[src/hw/rtl/pfp_pkg.sv]
// Shared types, constants and helper functions of the pixel format packer.
// No dependencies.
`default_nettype none

package pfp_pkg;

    localparam int STAGES    = 6;   // five datapath stages plus the output register
    localparam int CHAN_W    = 16;
    localparam int VAL_W     = 8;
    localparam int WORD_W    = 32;
    localparam int SHIFT_W   = 5;
    localparam int PROD_W    = 40;  // 8 x 32 product plus rounding
    localparam int QUOT_W    = 33;
    localparam int REM_W     = 11;
    localparam int FMT_W     = 2;
    localparam int IDX_W     = 3;

    localparam logic [VAL_W-1:0]  CHAN_MAX = 8'd255;
    localparam logic [PROD_W-1:0] ROUND    = 40'd127;
    localparam logic [PROD_W-1:0] DIVISOR  = 40'd255;
    localparam int                TOP_BYTE = 24;

    localparam logic [FMT_W-1:0] FMT_RGBX    = 2'd0;
    localparam logic [FMT_W-1:0] FMT_BGRX    = 2'd1;
    localparam logic [FMT_W-1:0] FMT_BITMASK = 2'd2;
    localparam logic [FMT_W-1:0] FMT_NONE    = 2'd3;

    localparam logic [IDX_W-1:0] REG_FORMAT = 3'd0;
    localparam logic [IDX_W-1:0] REG_RED    = 3'd1;
    localparam logic [IDX_W-1:0] REG_GREEN  = 3'd2;
    localparam logic [IDX_W-1:0] REG_BLUE   = 3'd3;
    localparam logic [IDX_W-1:0] REG_SPARE  = 3'd4;

    typedef struct packed {
        logic [STAGES-1:0] load;   // stage k takes a new word this cycle
    } pfp_ctrl_t;

    function automatic logic [VAL_W-1:0] pfp_clamp(input logic [CHAN_W-1:0] v);
        logic [VAL_W-1:0] r;
        r = (v > CHAN_W'(CHAN_MAX)) ? CHAN_MAX : v[VAL_W-1:0];
        return r;
    endfunction

    // trailing zero count; zero mask gives 0 and is flagged separately
    function automatic logic [SHIFT_W-1:0] pfp_tzc(input logic [WORD_W-1:0] m);
        logic [SHIFT_W-1:0] n;
        n = '0;
        for (int i = WORD_W - 1; i >= 0; i--) begin
            if (m[i]) begin
                n = SHIFT_W'(i);
            end
        end
        return n;
    endfunction

endpackage

`default_nettype wire

[src/hw/rtl/pfp_ctrl.sv]
// Valid tracking and per-stage ready chain of the packer pipeline.
// Depends on pfp_pkg.
`default_nettype none

module pfp_ctrl import pfp_pkg::*; (
    input  wire logic aclk,
    input  wire logic aresetn,
    input  wire logic in_valid,
    output logic      in_ready,
    output logic      out_valid,
    input  wire logic out_ready,
    output pfp_ctrl_t ctl
);

    logic [STAGES-1:0] valid_reg;
    logic [STAGES-1:0] valid_next;
    logic [STAGES-1:0] can;

    // a stage may load when it is empty or its word moves on this cycle
    always_comb begin
        can[STAGES-1] = !valid_reg[STAGES-1] || out_ready;
        for (int k = STAGES - 2; k >= 0; k--) begin
            can[k] = !valid_reg[k] || can[k+1];
        end
    end

    always_comb begin
        valid_next = valid_reg;
        for (int k = 0; k < STAGES; k++) begin
            if (can[k]) begin
                valid_next[k] = (k == 0) ? in_valid : valid_reg[(k == 0) ? 0 : k - 1];
            end
        end
    end

    always_ff @(posedge aclk) begin
        if (!aresetn) begin
            valid_reg <= '0;
        end else begin
            valid_reg <= valid_next;
        end
    end

    assign in_ready  = can[0];
    assign out_valid = valid_reg[STAGES-1];
    assign ctl.load  = can;

endmodule

`default_nettype wire

[src/hw/rtl/pfp_chan.sv]
// One colour channel of bitmask mode: clamp, mask shift, scale by max/255
// with rounding, and placement. Depends on pfp_pkg.
`default_nettype none

module pfp_chan import pfp_pkg::*; (
    input  wire logic              aclk,
    input  wire pfp_ctrl_t         ctl,
    input  wire logic [CHAN_W-1:0] chan_in,
    input  wire logic [WORD_W-1:0] mask_in,
    output logic      [WORD_W-1:0] placed
);

    logic [VAL_W-1:0]   v0_reg, v1_reg;
    logic [WORD_W-1:0]  mask0_reg, max1_reg;
    logic [SHIFT_W-1:0] sh0_reg, sh1_reg, sh2_reg, sh3_reg, sh4_reg;
    logic               nz0_reg, nz1_reg, nz2_reg, nz3_reg, nz4_reg;
    logic [PROD_W-1:0]  x2_reg, x3_reg;
    logic [QUOT_W-1:0]  qe3_reg, q4_reg;

    logic [PROD_W-1:0]  x2_next;
    logic [QUOT_W-1:0]  qe3_next, q4_next;
    logic [PROD_W-1:0]  rem_full;
    logic [REM_W-1:0]   rem;
    logic [REM_W-1:0]   corr_sum;
    logic [63:0]        shifted;

    assign x2_next = (PROD_W'(v1_reg) * PROD_W'(max1_reg)) + ROUND;

    // x/255 as x/256 + x/256^2 + ...; each floor loses under one, so the
    // estimate is at most five short and the remainder stays below 1530
    assign qe3_next = QUOT_W'(x2_reg >> 8) + QUOT_W'(x2_reg >> 16)
                    + QUOT_W'(x2_reg >> 24) + QUOT_W'(x2_reg >> 32);

    assign rem_full = x3_reg - (PROD_W'(qe3_reg) * DIVISOR);
    assign rem      = rem_full[REM_W-1:0];
    // floor(r/255) for small r
    assign corr_sum = rem + (rem >> 8) + REM_W'(1);
    assign q4_next  = qe3_reg + QUOT_W'(corr_sum[REM_W-1:8]);

    assign shifted = 64'(q4_reg) << sh4_reg;
    assign placed  = nz4_reg ? shifted[WORD_W-1:0] : '0;

    always_ff @(posedge aclk) begin
        if (ctl.load[0]) begin
            v0_reg    <= pfp_clamp(chan_in);
            mask0_reg <= mask_in;
            sh0_reg   <= pfp_tzc(mask_in);
            nz0_reg   <= |mask_in;
        end
        if (ctl.load[1]) begin
            v1_reg   <= v0_reg;
            max1_reg <= mask0_reg >> sh0_reg;
            sh1_reg  <= sh0_reg;
            nz1_reg  <= nz0_reg;
        end
        if (ctl.load[2]) begin
            x2_reg  <= x2_next;
            sh2_reg <= sh1_reg;
            nz2_reg <= nz1_reg;
        end
        if (ctl.load[3]) begin
            x3_reg  <= x2_reg;
            qe3_reg <= qe3_next;
            sh3_reg <= sh2_reg;
            nz3_reg <= nz2_reg;
        end
        if (ctl.load[4]) begin
            q4_reg  <= q4_next;
            sh4_reg <= sh3_reg;
            nz4_reg <= nz3_reg;
        end
    end

endmodule

`default_nettype wire

[src/hw/rtl/pixel_format_packer_unit.sv]
// Pixel format packer: RGB triple in, 32-bit framebuffer word out.
// Use: write the format and masks on the cfg port while idle, then stream
// pixels on s_axis; one word leaves on m_axis per pixel, in order.
// Format 0 packs R,G,B,FF from the low byte up, format 1 B,G,R,FF,
// format 2 scales each channel to its mask and ORs in the spare mask,
// format 3 gives zero. Channels above 255 saturate.
// Throughput: one word per cycle while m_tready is high, set by the
// six-stage pipeline (tzc, mask shift, multiply, divide estimate,
// correction, merge), whose last stage is the output register.
// Each stage loads when empty or draining, so a stalled receiver only
// backs up the pipe as far as it is full; s_tready falls only when all
// six stages hold a word. Nothing is lost or repeated under stall.
// Reset (synchronous, aresetn low) empties the pipe and clears the
// configuration to format 0 with all masks zero.
// Depends on pfp_pkg, pfp_ctrl, pfp_chan.
`default_nettype none

module pixel_format_packer_unit import pfp_pkg::*; (
    input  wire logic              aclk,
    input  wire logic              aresetn,
    input  wire logic              s_tvalid,
    output logic                   s_tready,
    input  wire logic [47:0]       s_tdata,   // red_in, green_in, blue_in
    output logic                   m_tvalid,
    input  wire logic              m_tready,
    output logic      [WORD_W-1:0] m_tdata,   // pixel_word
    input  wire logic              cfg_we,
    input  wire logic [IDX_W-1:0]  cfg_index,
    input  wire logic [WORD_W-1:0] cfg_wdata
);

    localparam int PIPE = STAGES - 1;

    logic [FMT_W-1:0]  fmt_reg;
    logic [WORD_W-1:0] red_mask_reg, green_mask_reg, blue_mask_reg, spare_mask_reg;

    pfp_ctrl_t ctl;

    logic [FMT_W-1:0]  fmt_pipe_reg    [PIPE];
    logic [WORD_W-1:0] direct_pipe_reg [PIPE];
    logic [WORD_W-1:0] spare_pipe_reg  [PIPE];
    logic [WORD_W-1:0] out_reg;
    logic [WORD_W-1:0] out_next;
    logic [WORD_W-1:0] direct_next;
    logic [VAL_W-1:0]  r8, g8, b8;
    logic [WORD_W-1:0] red_placed, green_placed, blue_placed;

    always_ff @(posedge aclk) begin
        if (!aresetn) begin
            fmt_reg        <= FMT_RGBX;
            red_mask_reg   <= '0;
            green_mask_reg <= '0;
            blue_mask_reg  <= '0;
            spare_mask_reg <= '0;
        end else if (cfg_we) begin
            case (cfg_index)
                REG_FORMAT: fmt_reg        <= cfg_wdata[FMT_W-1:0];
                REG_RED:    red_mask_reg   <= cfg_wdata;
                REG_GREEN:  green_mask_reg <= cfg_wdata;
                REG_BLUE:   blue_mask_reg  <= cfg_wdata;
                REG_SPARE:  spare_mask_reg <= cfg_wdata;
                default: ;
            endcase
        end
    end

    pfp_ctrl u_ctrl (
        .aclk      (aclk),
        .aresetn   (aresetn),
        .in_valid  (s_tvalid),
        .in_ready  (s_tready),
        .out_valid (m_tvalid),
        .out_ready (m_tready),
        .ctl       (ctl)
    );

    pfp_chan u_red (
        .aclk (aclk), .ctl (ctl), .chan_in (s_tdata[15:0]),
        .mask_in (red_mask_reg), .placed (red_placed)
    );
    pfp_chan u_green (
        .aclk (aclk), .ctl (ctl), .chan_in (s_tdata[31:16]),
        .mask_in (green_mask_reg), .placed (green_placed)
    );
    pfp_chan u_blue (
        .aclk (aclk), .ctl (ctl), .chan_in (s_tdata[47:32]),
        .mask_in (blue_mask_reg), .placed (blue_placed)
    );

    assign r8 = pfp_clamp(s_tdata[15:0]);
    assign g8 = pfp_clamp(s_tdata[31:16]);
    assign b8 = pfp_clamp(s_tdata[47:32]);

    always_comb begin
        case (fmt_reg)
            FMT_RGBX: direct_next = {CHAN_MAX, b8, g8, r8};
            FMT_BGRX: direct_next = {CHAN_MAX, r8, g8, b8};
            default:  direct_next = '0;
        endcase
    end

    // byte-formats bypass the scaling path and ride along with it
    always_ff @(posedge aclk) begin
        if (ctl.load[0]) begin
            fmt_pipe_reg[0]    <= fmt_reg;
            direct_pipe_reg[0] <= direct_next;
            spare_pipe_reg[0]  <= spare_mask_reg;
        end
        for (int k = 1; k < PIPE; k++) begin
            if (ctl.load[k]) begin
                fmt_pipe_reg[k]    <= fmt_pipe_reg[k-1];
                direct_pipe_reg[k] <= direct_pipe_reg[k-1];
                spare_pipe_reg[k]  <= spare_pipe_reg[k-1];
            end
        end
    end

    assign out_next = (fmt_pipe_reg[PIPE-1] == FMT_BITMASK)
                    ? (red_placed | green_placed | blue_placed | spare_pipe_reg[PIPE-1])
                    : direct_pipe_reg[PIPE-1];

    always_ff @(posedge aclk) begin
        if (ctl.load[STAGES-1]) begin
            out_reg <= out_next;
        end
    end

    assign m_tdata = out_reg;

endmodule

`default_nettype wire

[config.mk]
export PLATFORM = sky130hd
export DESIGN_NAME = pixel_format_packer_unit
export DESIGN_NICKNAME = d
export VERILOG_FILES = /design/src/hw/rtl/pfp_pkg.sv /design/src/hw/rtl/pfp_ctrl.sv /design/src/hw/rtl/pfp_chan.sv /design/src/hw/rtl/pixel_format_packer_unit.sv
export SDC_FILE = /design/constraint.sdc
export NUM_CORES = 2
export LEC_CHECK = 0
export BUFFER_PORTS_ARGS = -buffer_cell sky130_fd_sc_hd__buf_2
export CAP_MARGIN = 0
export CORE_ASPECT_RATIO = 1.2
export CORE_UTILIZATION = 40
export CTS_CLUSTER_SIZE = 20
export DETAILED_ROUTE_END_ITERATION = 7
export GPL_TIMING_DRIVEN = 0
export PLACE_DENSITY = 0.59
export SLEW_MARGIN = 10
export SYNTH_ARGS = -nofsm -noshare
export SYNTH_HDL_FRONTEND = slang
export SYNTH_SLANG_ARGS = --single-unit
[constraint.sdc]
create_clock -name aclk -period 8.9 [get_ports aclk]
set_input_delay 1.335 -clock aclk [delete_from_list [all_inputs] [get_ports aclk]]
set_output_delay 1.335 -clock aclk [all_outputs]
set_load 0.02 [all_outputs]
==> results list <==
- Outcome: complete, no violations
* Vias in the first global route: 56900
- Counting stages on the worst path, the most repeated cell is ha_1.
- The first global-routing pass estimated 339000 um of wire.
- Standard-cell rows: 184
* Effective utilization at floorplan: 40.2%
- In this run the critical register-to-register path is captured at u_blue.q4_reg[30].
- Min cycle time layout: 8140 ps
- Clock root buffer: clkbuf_16
* Die ar.: 0.213 mm^2
* Xor/xnor cell area share of the yosys netlist: 3.28%
* Skew final: 99.3 ps
- Synthesized-area fraction occupied by adder cells: 25.0%
- Across all layers, the routed design uses 56100 vias.
* Seq/Total Area, Yosys: 38.9%
- WP data required: 9420 ps
- Layout overhead on the synthesized area: 9.93%
- Worst Path Arrival: 8660 ps
* TritonCTS clock tree: done
* Proportion of netlist area held by the largest area contributor: 35.7%
* CP delay by family, top: adder cells
* Most repeated cell in the gate-level netlist after synthesis: edfxtp_1
* Number of nets in the finished design: 9233
- CP startpoint kind: register
* Warnings, synthesis: 0
- The portion of synthesized area spent on multiplexers is 5.34%.
* Synth unique cells: 100
* Final-report hold violation count: 0
- Crit Path Class: reg -> reg
- Clock Latency Late Sink: 810 ps
- After synthesis, the share of flip-flops with an asynchronous set or reset is 0%.
* Final period util: 91.5%
- Summing the areas of all compound-gate instances in the mapped netlist gives 9.04% of the synthesized area.
- CTS clock-pin slew for the worst setup and hold paths: 60 ps
* Gr usage total: 20.5%
- Half-perimeter wire length after detailed placement: 180000 um
* I/O pin count: 122
* Antenna violations before repair: 8
- Port buffering added 120 buffers.
- The count of nets left with antenna violations once routing finished came out at 0.
* Register-to-register setup slack: 760 ps
- On the critical path, the stage with the largest delay is an instance of fa_1.
- Global routing finished with a remaining overflow of 0.
- Entering global routing, the biggest net connects 116 pins.
- The most critical setup path has its endpoint at u_blue.q4_reg[30].
* Cell Area, Synth: 0.0843 mm^2
* Filler Cells Inserted: 19600
* Area used by multi-input combinational logic: 0.0469 mm^2
- Critical Path End Type: register
* Worst Hold Class: reg -> reg
* Post-synth EDFFs: 1002
- Weighted congestion at the end of routability-driven global placement: 0.935
- Summing the areas of all and, or, nand and nor instances in the mapped netlist gives 12.9% of the synthesized area.
- After synthesis, the cell types taking the most area are edfxtp_1, fa_1, ha_1.
* Max frequency: 0.123 GHz
- Setup total negative slack: 0 ps
- Peak fanout along the critical path: 7
- Synth area leader: edfxtp_1
- Worst Reg2Reg Path Length in Cells: 35
- Number of max-slew violations in the final report: 0
- Post-Route WL: 219000 um
- Clock tree synthesis inserted a total of 118 buffers.
* Combinational family with the most area after synthesis: adder cells
* Share of cells above drive strength 1: 7.17%
- In the final routed layout, each cell accounts on average for 20.3 um.
- In this run the horizontal extent of the chip is 421 um.
* Most frequent cells after synthesis: edfxtp_1, inv_1, nand2_1
- Setup repair after global routing left no endpoint under its margin.
- The startpoint identified for the worst register-to-register timing path is u_blue.qe3_reg[3].
* Core Box Area: 0.210 mm^2
* Vertical die dimension: 505 um
- For this design, the sink count on the clock tree is 1138.
* Number of gates on the worst path with buffers counted: 35
- For this block, the initial DRC count from the detailed router was 3699.
- The tool flagged a number of max-cap violations equal to 0.
- Transition time at the pin with the least slew margin: 1280 ps
* Most used flip-flop cell after synthesis: edfxtp_1
- Delay of the slowest cell on the worst path: 570 ps
- Setup violators final: 0
- A synthesized cell averages 11.0 um^2.
* Worst slew margin relative to its limit: 14.6%
* Area used by sequential logic in the layout: 0.0328 mm^2
- Count of H-tree levels built during CTS: 3
- Total nets after synthesis: 8980
- Placed standard-cell area: 0.0888 mm^2
- The synthesized design contains 1138 register bits.
- Flip-flop count of the largest register after layout: 160
- Clk buf depth: 3
- Post-CTS timing repair inserted 0 buffers for setup.
- For this run, design rule violations remaining after detail routing come to 0.
- Drt first pass iters: 6
* Number of instances in the synthesized netlist: 7646
* Post-route cell area: 0.0927 mm^2
* Beginning of the critical path: u_blue.qe3_reg[3]
- The critical path contains buffers and inverters numbering 4 combined.
- Vias per inst: 5.19
[how the worst min path moves through the flow]
stage                           start                 endpoint  slack (ps)  cells past startpoint
3_3_place_gp          u_red.v0_reg[1]          u_red.v1_reg[1]         400                      0
2_1_floorplan  direct_pipe_reg[0][68]  direct_pipe_reg[0][100]         400                      0
5_1_grt        direct_pipe_reg[0][51]   direct_pipe_reg[0][83]         390                      0
6_report       direct_pipe_reg[0][46]   direct_pipe_reg[0][78]         370                      0
3_5_place_dp   direct_pipe_reg[0][73]  direct_pipe_reg[0][105]         400                      0
4_1_cts        direct_pipe_reg[0][46]   direct_pipe_reg[0][78]         360                      0
[layout by cell type, fill, tap and decap left out, types with 33 or more instances in the layout]
| cell type | n |
|---|---|
| a211oi_1 | 96 |
| fa_1 | 734 |
| inv_1 | 943 |
| nor2_1 | 386 |
| a21boi_0 | 139 |
| dfxtp_1 | 136 |
| mux2_2 | 59 |
| clkbuf_1 | 239 |
| buf_2 | 131 |
| xor2_1 | 75 |
| xnor2_1 | 241 |
| nor4_1 | 37 |
| o21ai_0 | 190 |
| or2_2 | 34 |
| nand2b_1 | 44 |
| nor2b_1 | 75 |
| mux2i_1 | 154 |
| nand3_1 | 68 |
| o22ai_1 | 57 |
| a21o_1 | 90 |
| a21oi_1 | 311 |
| o21a_1 | 54 |
| nor3_1 | 88 |
| clkbuf_16 | 118 |
| mux4_2 | 102 |
| ha_1 | 512 |
| and2_1 | 518 |
| edfxtp_1 | 1002 |
| buf_1 | 33 |
| nand2_1 | 861 |
[kinds of logic (layout without fill, tap and decap cells)]
logic type,count (synthesis),count (layout)
XOR/XNOR,316,316
AND/OR/NAND/NOR,2253,2253
adder cells (fa/ha/maj),1246,1246
buffers and inverters,1218,1573
AO/OA/AOI/OAI,1160,1160
flip-flops,1138,1138
other,0,5
multiplexers,315,315
[per-layer routing]
| layer | global-route usage, % | vias up | wire length, um |
|---|---|---|---|
| met5 | 0 | - | 57 |
| met4 | 8.11 | 8 | 8800 |
| met1 | 27.9 | 27700 | 99200 |
| met3 | 2.78 | 389 | 10400 |
| li1 | - | 26500 | - |
| met2 | 33.1 | 1410 | 101000 |
[area by class of cell]
cell class / count / share of cell area, %
Clock buffer: 144 / 3.33
Antenna cell: 5 / 0.0135
Multi-Input combinational cell: 5290 / 50.6
Timing Repair Buffer: 133 / 1.01
Inverter: 955 / 3.88
Buffer: 263 / 1.08
Tap cell: 2790 / 3.77
Sequential cell: 1138 / 35.4
Clock inverter: 78 / 0.865
[stage by stage]
stage                     cells  setup WS, ps  hold slack (ps)  util (%)
after floorplan            7646           297              400         -
after detailed placement  10600           656              405      42.4
after global routing      10800          88.2              386      44.2
after global placement    10600         -3850              402      42.2
after CTS                 10800           643              363      44.2
final                     10800           759              374      44.2
[repair_timing]
item | CTS | global route
endpoints found under the setup margin | 0 | 1
hold buffers | 0 | 0
resized for setup | 0 | 1
Power is not shown: default switching activity piles up to over one toggle a cycle in this logic, so the estimate is an artifact.
